**src/hdl/uafr_pkg.sv**
```systemverilog
// Package for the acknowledge frame receiver: item kinds, outcome codes,
// frame constants and configuration register indexes.
// No dependencies.
package uafr_pkg;

    typedef enum logic [1:0] {
        OP_START = 2'd0,
        OP_BYTE  = 2'd1,
        OP_TICK  = 2'd2,
        OP_NONE  = 2'd3
    } opcode_t;

    typedef enum logic [1:0] {
        OUTCOME_ACK     = 2'd0,
        OUTCOME_NAK     = 2'd1,
        OUTCOME_TIMEOUT = 2'd2
    } outcome_t;

    typedef enum logic [1:0] {
        CFG_EXPECTED_CLASS  = 2'd0,
        CFG_EXPECTED_MSG_ID = 2'd1,
        CFG_TIMEOUT_LIMIT   = 2'd2
    } cfg_index_t;

    localparam logic [7:0]  SYNC_FIRST  = 8'hB5;
    localparam logic [7:0]  SYNC_SECOND = 8'h62;
    localparam logic [7:0]  ACK_CLASS   = 8'h05;
    localparam logic [7:0]  ACK_ID_OK   = 8'h01;
    localparam logic [7:0]  ACK_ID_NAK  = 8'h00;
    localparam logic [7:0]  ACK_LEN_LO  = 8'h02;
    localparam logic [7:0]  ACK_LEN_HI  = 8'h00;
    localparam int          FRAME_LEN   = 10;
    localparam int          POS_W       = 4;

    // Byte positions inside a frame
    localparam logic [POS_W-1:0] POS_SYNC1 = POS_W'(0);
    localparam logic [POS_W-1:0] POS_SYNC2 = POS_W'(1);
    localparam logic [POS_W-1:0] POS_CLASS = POS_W'(2);
    localparam logic [POS_W-1:0] POS_ID    = POS_W'(3);
    localparam logic [POS_W-1:0] POS_LENLO = POS_W'(4);
    localparam logic [POS_W-1:0] POS_LENHI = POS_W'(5);
    localparam logic [POS_W-1:0] POS_ACLS  = POS_W'(6);
    localparam logic [POS_W-1:0] POS_AID   = POS_W'(7);
    localparam logic [POS_W-1:0] POS_CKA   = POS_W'(8);
    localparam logic [POS_W-1:0] POS_CKB   = POS_W'(FRAME_LEN - 1);

    localparam logic [7:0]  RST_EXPECTED_CLASS  = 8'd6;
    localparam logic [7:0]  RST_EXPECTED_MSG_ID = 8'd1;
    localparam logic [15:0] RST_TIMEOUT_LIMIT   = 16'd2000;

endpackage

```
**src/hdl/ubx_ack_frame_receiver_top.sv**
```systemverilog
// Top level of the acknowledge frame receiver: stream input and output,
// configuration write port and all frame checking logic.
// Depends on uafr_pkg.
//
// Usage:
//   Input stream (s_axis_*): one transaction per item. tuser carries the
//   kind (start, received byte, time tick), tdata the received byte.
//   A start arms the receiver and clears the frame position and tick count.
//   Bytes are gathered into 10-byte acknowledge frames (sync B5 62, class,
//   id, length, acknowledged class and id, two Fletcher checksum bytes);
//   a matching frame ends the wait with ACK or NAK, any other is dropped.
//   Ticks count elapsed time; reaching timeout_limit ends the wait with a
//   timeout. Bytes and ticks while not armed are dropped silently.
//   Output stream (m_axis_*): one transaction per result, outcome in
//   tdata[1:0]. The result passes through one input register and one
//   result register before it shows on m_axis_tvalid.
//   Throughput is one item per cycle while the output is not stalled;
//   checksum and header checks advance one byte at a time in running
//   registers, so no frame-wide logic exists. When the output is stalled
//   the result register holds; the input register still takes one more
//   item if it is empty, then s_axis_tready drops until the result is taken.
//   Reset clears the armed flag, frame position, tick count and both
//   valid flags, and loads the configuration reset values.
module ubx_ack_frame_receiver_top (
    input  logic                       clk,
    input  logic                       rst_n,
    input  logic                       s_axis_tvalid,
    output logic                       s_axis_tready,
    input  logic [7:0]                 s_axis_tdata,  // [7:0] rx_byte
    input  logic [1:0]                 s_axis_tuser,  // [1:0] opcode
    output logic                       m_axis_tvalid,
    input  logic                       m_axis_tready,
    output logic [7:0]                 m_axis_tdata,  // [1:0] outcome, [7:2] zero
    input  logic                       cfg_wr_en,
    input  logic [1:0]                 cfg_addr,
    input  logic [15:0]                cfg_wdata
);
    import uafr_pkg::*;

    // Configuration
    logic [7:0]  exp_class_reg;
    logic [7:0]  exp_id_reg;
    logic [15:0] timeout_limit_reg;

    // Input register
    logic        in_valid_reg;
    opcode_t     in_op_reg;
    logic [7:0]  in_byte_reg;

    // Receiver state
    logic             waiting_reg,  waiting_next;
    logic [POS_W-1:0] pos_reg,      pos_next;
    logic [15:0]      ticks_reg,    ticks_next;
    logic             hdr_ok_reg,   hdr_ok_next;
    logic             nak_reg,      nak_next;
    logic [7:0]       ack_cls_reg,  ack_cls_next;
    logic [7:0]       ack_id_reg,   ack_id_next;
    logic [7:0]       sum_a_reg,    sum_a_next;
    logic [7:0]       sum_b_reg,    sum_b_next;

    // Result register
    logic        out_valid_reg;
    outcome_t    outcome_reg;

    logic        proc_en;
    logic        res_valid;
    outcome_t    res_outcome;
    logic [7:0]  add_a;
    logic [15:0] ticks_inc;

    // Process the held item when the result slot is free or being emptied
    assign proc_en       = !out_valid_reg || m_axis_tready;
    assign s_axis_tready = !in_valid_reg || proc_en;

    assign m_axis_tvalid = out_valid_reg;
    assign m_axis_tdata  = {6'd0, outcome_reg};

    assign add_a     = sum_a_reg + in_byte_reg;
    assign ticks_inc = (ticks_reg == 16'hFFFF) ? ticks_reg : ticks_reg + 16'd1;

    always_ff @(posedge clk or negedge rst_n)
    begin
        if (!rst_n)
        begin
            exp_class_reg     <= RST_EXPECTED_CLASS;
            exp_id_reg        <= RST_EXPECTED_MSG_ID;
            timeout_limit_reg <= RST_TIMEOUT_LIMIT;
        end
        else if (cfg_wr_en)
        begin
            case (cfg_index_t'(cfg_addr))
                CFG_EXPECTED_CLASS:  exp_class_reg     <= cfg_wdata[7:0];
                CFG_EXPECTED_MSG_ID: exp_id_reg        <= cfg_wdata[7:0];
                CFG_TIMEOUT_LIMIT:   timeout_limit_reg <= cfg_wdata;
                default:             ;
            endcase
        end
    end

    // Next state of the receiver for the item in the input register
    always_comb
    begin
        waiting_next = waiting_reg;
        pos_next     = pos_reg;
        ticks_next   = ticks_reg;
        hdr_ok_next  = hdr_ok_reg;
        nak_next     = nak_reg;
        ack_cls_next = ack_cls_reg;
        ack_id_next  = ack_id_reg;
        sum_a_next   = sum_a_reg;
        sum_b_next   = sum_b_reg;
        res_valid    = 1'b0;
        res_outcome  = OUTCOME_ACK;

        case (in_op_reg)
            OP_START:
            begin
                waiting_next = 1'b1;
                pos_next     = POS_SYNC1;
                ticks_next   = 16'd0;
            end
            OP_BYTE:
            begin
                if (waiting_reg)
                begin
                    case (pos_reg)
                        POS_SYNC1:
                        begin
                            if (in_byte_reg == SYNC_FIRST)
                            begin
                                pos_next    = POS_SYNC2;
                                hdr_ok_next = 1'b1;
                                sum_a_next  = 8'd0;
                                sum_b_next  = 8'd0;
                            end
                        end
                        POS_SYNC2:
                        begin
                            // Drop back to hunting without re-testing this byte
                            pos_next = (in_byte_reg == SYNC_SECOND) ? POS_CLASS : POS_SYNC1;
                        end
                        POS_CKA:
                        begin
                            hdr_ok_next = hdr_ok_reg && (in_byte_reg == sum_a_reg);
                            pos_next    = POS_CKB;
                        end
                        POS_CKB:
                        begin
                            pos_next = POS_SYNC1;
                            if (hdr_ok_reg && in_byte_reg == sum_b_reg
                                && ack_cls_reg == exp_class_reg
                                && ack_id_reg == exp_id_reg)
                            begin
                                res_valid    = 1'b1;
                                res_outcome  = nak_reg ? OUTCOME_NAK : OUTCOME_ACK;
                                waiting_next = 1'b0;
                            end
                        end
                        default:
                        begin
                            // Payload bytes two to seven: run the checksum
                            sum_a_next = add_a;
                            sum_b_next = sum_b_reg + add_a;
                            pos_next   = pos_reg + POS_W'(1);
                            case (pos_reg)
                                POS_CLASS:
                                    hdr_ok_next = hdr_ok_reg && (in_byte_reg == ACK_CLASS);
                                POS_ID:
                                begin
                                    hdr_ok_next = hdr_ok_reg
                                        && (in_byte_reg == ACK_ID_OK
                                            || in_byte_reg == ACK_ID_NAK);
                                    nak_next = (in_byte_reg == ACK_ID_NAK);
                                end
                                POS_LENLO:
                                    hdr_ok_next = hdr_ok_reg && (in_byte_reg == ACK_LEN_LO);
                                POS_LENHI:
                                    hdr_ok_next = hdr_ok_reg && (in_byte_reg == ACK_LEN_HI);
                                POS_ACLS:
                                    ack_cls_next = in_byte_reg;
                                POS_AID:
                                    ack_id_next = in_byte_reg;
                                default:
                                    pos_next = POS_SYNC1;
                            endcase
                        end
                    endcase
                end
            end
            OP_TICK:
            begin
                if (waiting_reg)
                begin
                    ticks_next = ticks_inc;
                    if (ticks_inc >= timeout_limit_reg)
                    begin
                        res_valid    = 1'b1;
                        res_outcome  = OUTCOME_TIMEOUT;
                        waiting_next = 1'b0;
                    end
                end
            end
            default: ;
        endcase
    end

    always_ff @(posedge clk or negedge rst_n)
    begin
        if (!rst_n)
        begin
            in_valid_reg  <= 1'b0;
            out_valid_reg <= 1'b0;
            waiting_reg   <= 1'b0;
            pos_reg       <= POS_SYNC1;
            ticks_reg     <= 16'd0;
        end
        else
        begin
            if (s_axis_tready)
                in_valid_reg <= s_axis_tvalid;

            if (proc_en)
                out_valid_reg <= in_valid_reg && res_valid;

            if (in_valid_reg && proc_en)
            begin
                waiting_reg <= waiting_next;
                pos_reg     <= pos_next;
                ticks_reg   <= ticks_next;
            end
        end
    end

    // Payload registers: no reset
    always_ff @(posedge clk)
    begin
        if (s_axis_tready && s_axis_tvalid)
        begin
            in_op_reg   <= opcode_t'(s_axis_tuser);
            in_byte_reg <= s_axis_tdata;
        end
        if (proc_en && in_valid_reg && res_valid)
            outcome_reg <= res_outcome;
        if (in_valid_reg && proc_en)
        begin
            hdr_ok_reg  <= hdr_ok_next;
            nak_reg     <= nak_next;
            ack_cls_reg <= ack_cls_next;
            ack_id_reg  <= ack_id_next;
            sum_a_reg   <= sum_a_next;
            sum_b_reg   <= sum_b_next;
        end
    end

endmodule
```
**config.mk**
```make
export PLATFORM = sky130hd
export DESIGN_NAME = ubx_ack_frame_receiver_top
export DESIGN_NICKNAME = d
export VERILOG_FILES = /design/src/hdl/uafr_pkg.sv /design/src/hdl/ubx_ack_frame_receiver_top.sv
export SDC_FILE = /design/constraint.sdc
export NUM_CORES = 1
export LEC_CHECK = 0
export ABC_CLOCK_PERIOD_IN_PS = 3500
export CAP_MARGIN = 10
export CORE_ASPECT_RATIO = 1.25
export CORE_MARGIN = 2
export CORE_UTILIZATION = 64
export CTS_CLUSTER_SIZE = 40
export DETAILED_ROUTE_END_ITERATION = 8
export DONT_BUFFER_PORTS = 1
export GPL_TIMING_DRIVEN = 1
export PLACE_DENSITY = 0.89
export SETUP_SLACK_MARGIN = 0.5
export SLEW_MARGIN = 30
export SYNTH_ARGS = -nofsm -noshare
export SYNTH_HDL_FRONTEND = slang
export SYNTH_SLANG_ARGS = --single-unit
export TNS_END_PERCENT = 100
```
**constraint.sdc**
```tcl
create_clock -name clk -period 3.5 [get_ports clk]
set_input_delay 0 -clock clk [delete_from_list [all_inputs] [get_ports clk]]
set_output_delay 0 -clock clk [all_outputs]
set_load 0.02 [all_outputs]
```
==> metrics.txt, run 1 <==
dpl hpwl ~8600 microns; Vias/cell 6.235; die height between 100 and 150 microns; vias between 4000 and 5000; Post-route DRC 0; Core ar. slightly below 9000 sq um; layout cells sized above 1 between 20 and 25%; Warnings, synthesis 0; GRT Util Overall between 20% and 30%; number of global-route vias before repair about 4300; Worst-Skew Late Latency about 0.37 ns; IO Pins 43; CTS tree built; WL/cell 19.78 microns; ys async rst share 54.46%; setup-violating endpoint count in the final report 0; Synth Instances between 500 and 600; GRT overflow 0; Placer Congestion between 0.8 and 0.9; clk_skew between 0.008 and 0.009 ns; hold crit path type in2reg; Tcrit/Tclk final a little under nine tenths; area grow syn2layout 17.88%; setup TNS 0 ns; critical path arrival ~3.2 ns; Req. time, crit path around 3.7 ns; CP delay by family, top compound AO/OA/AOI/OAI gates; die area between 9000 and 10000 sq um; Post-Syn Area between 5000 and 6000 sq um; fillcell total 509; Slew Viols, Final 0; Post-Syn Area per Cell about 11 sq um; router iterations before antenna repair 6; FP Rows 38; status finished clean; nature of the critical path endpoint register; overall power consumption 0.002830 W; Fmax roughly 330 MHz; Fin Hold WS ~0.12 ns; Final Hold Fails 0; cell taking the most area after synthesis edfxtp_1; post-synthesis sequential area ratio 48.26%; CTS buffer count 9; measured slew at the worst slew-check pin between 0.8 and 0.9 ns; first-pass GRT wire length between 20000 and 25000 microns; #FFs+latches synth slightly above 100; CTS H-tree depth 3; Clock Sinks 101; Iter 0 DRT Violations about 330; Layout Nets around 650; CP cell instances ha_4 -> nand3_4 -> nor4_4 -> a21oi_2 -> and3_4 -> xor2_1 -> ha_1 -> a21o_1 -> a31oi_2 -> nand3_1 -> o21ai_2 -> o2bb2ai_2 -> nor2_2; initial antenna violation count 1; crit path time final ~3.0 ns; maximum VDD drop 0.0003016 V; Routed Antenna Nets 0; unrepaired setup endpoints after global routing yes; root buffer cell clkbuf_8; leak pwr ~2.8 nW; CP Buf/Inv Count 0; share of the synthesized area in the top cell type about a quarter; post-synth cell types a little over 60; Post-synth EDFFs 46; WL final roughly 14000 microns; die width between 80 and 90 microns; register area 2780 sq um; PwrDens ~420 nW/um^2; final instance area 6764 sq um; initial core utilization 65.95%; largest net degree at the start of global routing 56; CP Class reg2reg; Largest stage delay, worst path approximately 0.44 ns; max cap viols 0; buffer levels on the longest clock path 2; IO Port Bufs 0; clk slew on worst S/H paths 0.10 ns; Post-DP Area 5876 sq um; Startpoint Class register; Slew HR approximately 41%; ranking of synthesized cells by area edfxtp_1 (24%), dfrtp_1 (20%), ha_1 (8.5%); Synth Flop Type edfxtp_1; CP max FO 4; area of the multi-input gates 2962 sq um; Slowest cell on crit path dfrtp_1
final cells by class:
class / count / area share, %
multi-input combinational: 369 / 43.78
sequential: 101 / 41.10
timing repair buffer: 63 / 8.472
tap: 120 / 2.220
clock buffer: 9 / 1.831
inverter: 31 / 1.720
clock inverter: 7 / 0.8324
antenna: 1 / 0.03700
layout by cell type, fill, tap and decap left out, types with 25 or more instances in the layout:
cell / n
a21oi_1: 25
buf_4: 30
dfrtp_1: 37
dlygate4sd3_1: 32
edfxtp_1: 46
ha_1: 34
inv_1: 31
mux2_2: 32
nor2_1: 25
xor2_1: 28
repair_timing:
item | in CTS | in global routing
cloned | 0 | 0
setup endpoints to repair | 6 | 6
endpoints found under the hold margin | 99 | 0
pin swaps | 12 | 13
hold buffers | 33 | 0
resized for setup | 22 | 25
setup buffers | 13 | 10
metrics by stage:
stage,utilization (%),cells,worst slack [ns]
after floorplan,-,519,0.5270
after global routing,77.74,701,0.3026
after global placement,67.53,628,0.3241
after CTS,75.67,690,0.5082
final,77.74,701,0.4895
after detailed placement,67.53,628,0.09793
kinds of logic (layout without fill, tap and decap cells):
family                     Yosys count  count (layout)  synth area share, %
muxes                               34              34                6.716
other                                1               7              0.06535
xor gates and xnor gates            48              48                7.327
adders and majority gates           41              41                9.202
buffers and inverters               49             110                3.620
AOI/OAI and AO/OA                   97              97                10.73
and+or+nand+nor                    143             143                14.09
DFF                                101             101                48.26
worst reg2reg max path: cells and delay by family, from the launching register on:
kind	cells	cell delay (ns)
compound gates	5	0.87
xor+xnor	1	0.15
fa+ha+maj	2	0.49
flops	1	0.44
simple gates	5	0.84
synth_stat cells, types with 2 or more instances:
| master | number |
|---|---|
| dfrtp_1 | 46 |
| edfxtp_1 | 46 |
| ha_1 | 39 |
| mux2_2 | 32 |
| inv_1 | 31 |
| a21oi_1 | 29 |
| xor2_1 | 28 |
| nor2_1 | 26 |
| nand2_1 | 22 |
| o21ai_0 | 20 |
| xnor2_1 | 20 |
| nand3_1 | 14 |
| clkbuf_1 | 10 |
| nor2b_1 | 10 |
| a21o_1 | 9 |
| a22o_1 | 9 |
| a31oi_1 | 9 |
| and3_1 | 9 |
| dfstp_2 | 9 |
| nand4_1 | 9 |
| nor3_1 | 8 |
| nor4_1 | 8 |
| nand2b_1 | 7 |
| buf_4 | 6 |
| nand3b_1 | 6 |
| and2_1 | 5 |
| o211ai_1 | 3 |
| or3_1 | 3 |
| and4_1 | 2 |
| fa_1 | 2 |
| nor3b_1 | 2 |
| nor4b_1 | 2 |
| o2111ai_1 | 2 |
| o21a_1 | 2 |
| o31ai_1 | 2 |
| or2_2 | 2 |
report_power, final:
group	switching, W	total [W]	internal [W]
combinational	0.000331	0.000677	0.000345
sequential	0.0000918	0.00145	0.00136
clock	0.000429	0.000698	0.000269
total	0.000852	0.00283	0.00198
worst paths after layout:
path	startpoint	to	slack, ns	depth (start not counted)
worst max-delay path	ticks_reg[1]$_DFFE_PN0P_	outcome_reg[1]$_DFFE_PP_	0.49	13
worst min-delay path	s_axis_tvalid	in_byte_reg[5]$_DFFE_PP_	0.12	1
worst max register to register	ticks_reg[1]$_DFFE_PN0P_	outcome_reg[1]$_DFFE_PP_	0.49	13
worst min register to register	timeout_limit_reg[1]$_DFFE_PN0P_	timeout_limit_reg[1]$_DFFE_PN0P_	0.52	1
max in group asynchronous	rst_n	timeout_limit_reg[9]$_DFFE_PN1P_	3.08	2
min in group asynchronous	rst_n	ticks_reg[6]$_DFFE_PN0P_	0.14	2
per-layer routing:
metal | vias up | global-route usage, % | wire (microns)
met4 | 0 | 14.94 | 578
met1 | 2139 | 32.42 | 5237
met2 | 189 | 48.19 | 7409
met3 | 65 | 3.754 | 643
li1 | 1978 | - | -
met5 | - | 0 | 0
Note: power is estimated with default switching activity, not from simulation.
==> run 2: changes to the inputs <==
Settings changed: ABC_CLOCK_PERIOD_IN_PS 3500 to 3700, CORE_UTILIZATION 64 to 69, PLACE_DENSITY 0.89 to 0.94.
Clock period 3.5 ns to 3.7 ns, I/O delays scaled along.
==> metrics.txt, run 2 (synthesized netlist as in run 1, its figures left out) <==
status finished clean; area grow syn2layout 14.72%; nature of the critical path endpoint register; CTS H-tree depth 3 (unchanged); Clock Sinks 101 (unchanged); layout cells sized above 1 18.34% (-4.6 points); buffer levels on the longest clock path 2 (unchanged); maximum VDD drop 0.0003599 V (+19%); Layout Nets 636 (-2.0%); IO Pins 43 (unchanged); most frequent cells in the layout edfxtp_1 (46), dfrtp_1 (41), ha_1 (36); CTS tree built; largest net degree at the start of global routing 56 (unchanged); CP Class reg2reg; most common cell after layout, fill and taps aside edfxtp_1; router iterations before antenna repair 5 (-1); sequential fraction of design power 51.6% (+0.2 points); max cap viols 0 (unchanged); Placer Congestion 0.9422 (+8.3%); setup TNS 0 ns (unchanged); sw frac 29.35% (-0.75 points); Final Hold Fails 0 (unchanged); Comb power frac 22.7% (-1.2 points); Req. time, crit path 3.85 ns (+0.20 ns); Routed Antenna Nets 0 (unchanged); vias 4450 (+1.8%); GRT overflow 0 (unchanged); Tcrit/Tclk final 89.37% (+3.4 points); fillcell total 438 (-14%); critical path arrival 3.46 ns (+0.30 ns); clk_skew 0.01122 ns (+0.002698 ns); hold crit path type in2reg; Startpoint Class register; clock power share 25.7% (+1.0 points); Vias/cell 6.702 (+7.5%); crit path time final 3.307 ns (+0.2963 ns); Worst-Skew Late Latency 0.38 ns (about the same); WL/cell 22.23 microns (+12%); Post-route DRC 0 (unchanged); die area 9066 sq um (-7.0%); Post-Layout Cell Count 664 (-5.3%); root buffer cell clkbuf_8; Core ar. 8148 sq um (-6.4%); area of the multi-input gates 2894 sq um (-2.3%); GRT Util Overall 33.04% (+5.4 points); utilization after layout 80.79% (+3.0 points); IO Port Bufs 0 (unchanged); die height 106.0 microns (-3.6%); FP Rows 37 (-2.6%); die width 85.57 microns (-3.5%); overall power consumption 0.002698 W (-4.7%); Fmax 302.4 MHz (-9.0%); clk slew on worst S/H paths 0.10 ns (about the same); Slew HR 43.91% (+3.3 points); CP max FO 5 (+1); Iter 0 DRT Violations 354 (+8.6%); initial core utilization 70.42% (+4.5 points); placed insts 604 (-3.8%); final setup margin 0.3932 ns (-0.09625 ns); dpl hpwl 9379 microns (+8.8%); number of global-route vias before repair 4635 (+9.1%); dpl ws 0.2228 ns (+0.1249 ns); leak pwr 2.759 nW (-2.1%); Slew Viols, Final 0 (unchanged); unrepaired setup endpoints after global routing no; initial antenna violation count 0 (-1); measured slew at the worst slew-check pin 0.8389 ns (-0.04981 ns); antenna fix cells 0 (-1); CTS buffer count 9 (unchanged); register area 2775 sq um (-0.18%); PwrDens 409.8 nW/um^2 (-2.0%); setup-violating endpoint count in the final report 0 (unchanged); Switch Pwr 0.0007919 W (-7.0%); WL final 14760 microns (+6.5%); Cell Int Power 0.001906 W (-3.6%); first-pass GRT wire length 22770 microns (+12%)
run 2: path summary, 6_finish.rpt:
| path | start | endpoint | slack, ns | cells after the start |
|---|---|---|---|---|
| min in group asynchronous | rst_n | timeout_limit_reg[14]$_DFFE_PN0P_ | 0.16 | 2 |
| hold reg to reg | timeout_limit_reg[14]$_DFFE_PN0P_ | timeout_limit_reg[14]$_DFFE_PN0P_ | 0.53 | 1 |
| hold / removal | s_axis_tvalid | in_op_reg[0]$_DFFE_PP_ | 0.11 | 1 |
| setup / recovery | ticks_reg[1]$_DFFE_PN0P_ | outcome_reg[1]$_DFFE_PP_ | 0.39 | 13 |
| setup reg to reg | ticks_reg[1]$_DFFE_PN0P_ | outcome_reg[1]$_DFFE_PP_ | 0.39 | 13 |
| max in group asynchronous | rst_n | exp_id_reg[0]$_DFFE_PN1P_ | 3.26 | 2 |
run 2: timing repair:
action                                 4_1_cts  5_1_grt
setup buffers                                0        9
pin swaps                                    1       13
setup endpoints to repair                    6        6
endpoints found under the hold margin       99        0
resized for setup                            9       21
hold buffers                                35        0
run 2: area by class of cell:
class,count,area share [%]
Clock buffer,14,2.737
Tap cell,97,1.844
Clock inverter,2,0.2281
Sequential cell,101,42.16
Timing Repair Buffer,50,7.299
Multi-Input combinational cell,369,43.97
Inverter,31,1.768
run 2: critical path: stages, from the launching register on:
cell,delay [ns]
dfrtp_2,0.45
ha_4,0.19
nand3_4,0.10
nor4_4,0.39
a21oi_2,0.16
and3_1,0.26
xor2_1,0.16
ha_1,0.32
a21o_1,0.18
a31oi_2,0.24
nand3_1,0.14
o21ai_2,0.24
o2bb2ai_2,0.17
nor2_2,0.09
run 2: power groups by stage:
stage	logic (W)	registers (W)	clock network [W]
5_1_grt	0.000665	0.00140	0.000736
2_1_floorplan	0.000382	0.00137	0
6_report	0.000612	0.00139	0.000694
3_5_place_dp	0.000479	0.00140	0
3_3_place_gp	0.000445	0.00139	0
4_1_cts	0.000538	0.00138	0.000698
run 2: per-layer routing:
layer  GRT usage (%)  up-vias  share of wire, %
met5               0        -                 0
met4           20.41        0               6.1
met3           7.298       81               5.7
met2           59.38      236                54
met1           34.41     2166                34
li1                -     1967                 -
run 2: metrics by stage:
| step | instance area [sq um] | hold WS [ns] |
|---|---|---|
| floorplan | 5757 | -0.2956 |
| global placement | 5832 | -0.2942 |
| detailed placement | 5832 | -0.2941 |
| global route | 6583 | 0.1277 |
| CTS | 6424 | 0.09805 |
| finish | 6583 | 0.1057 |
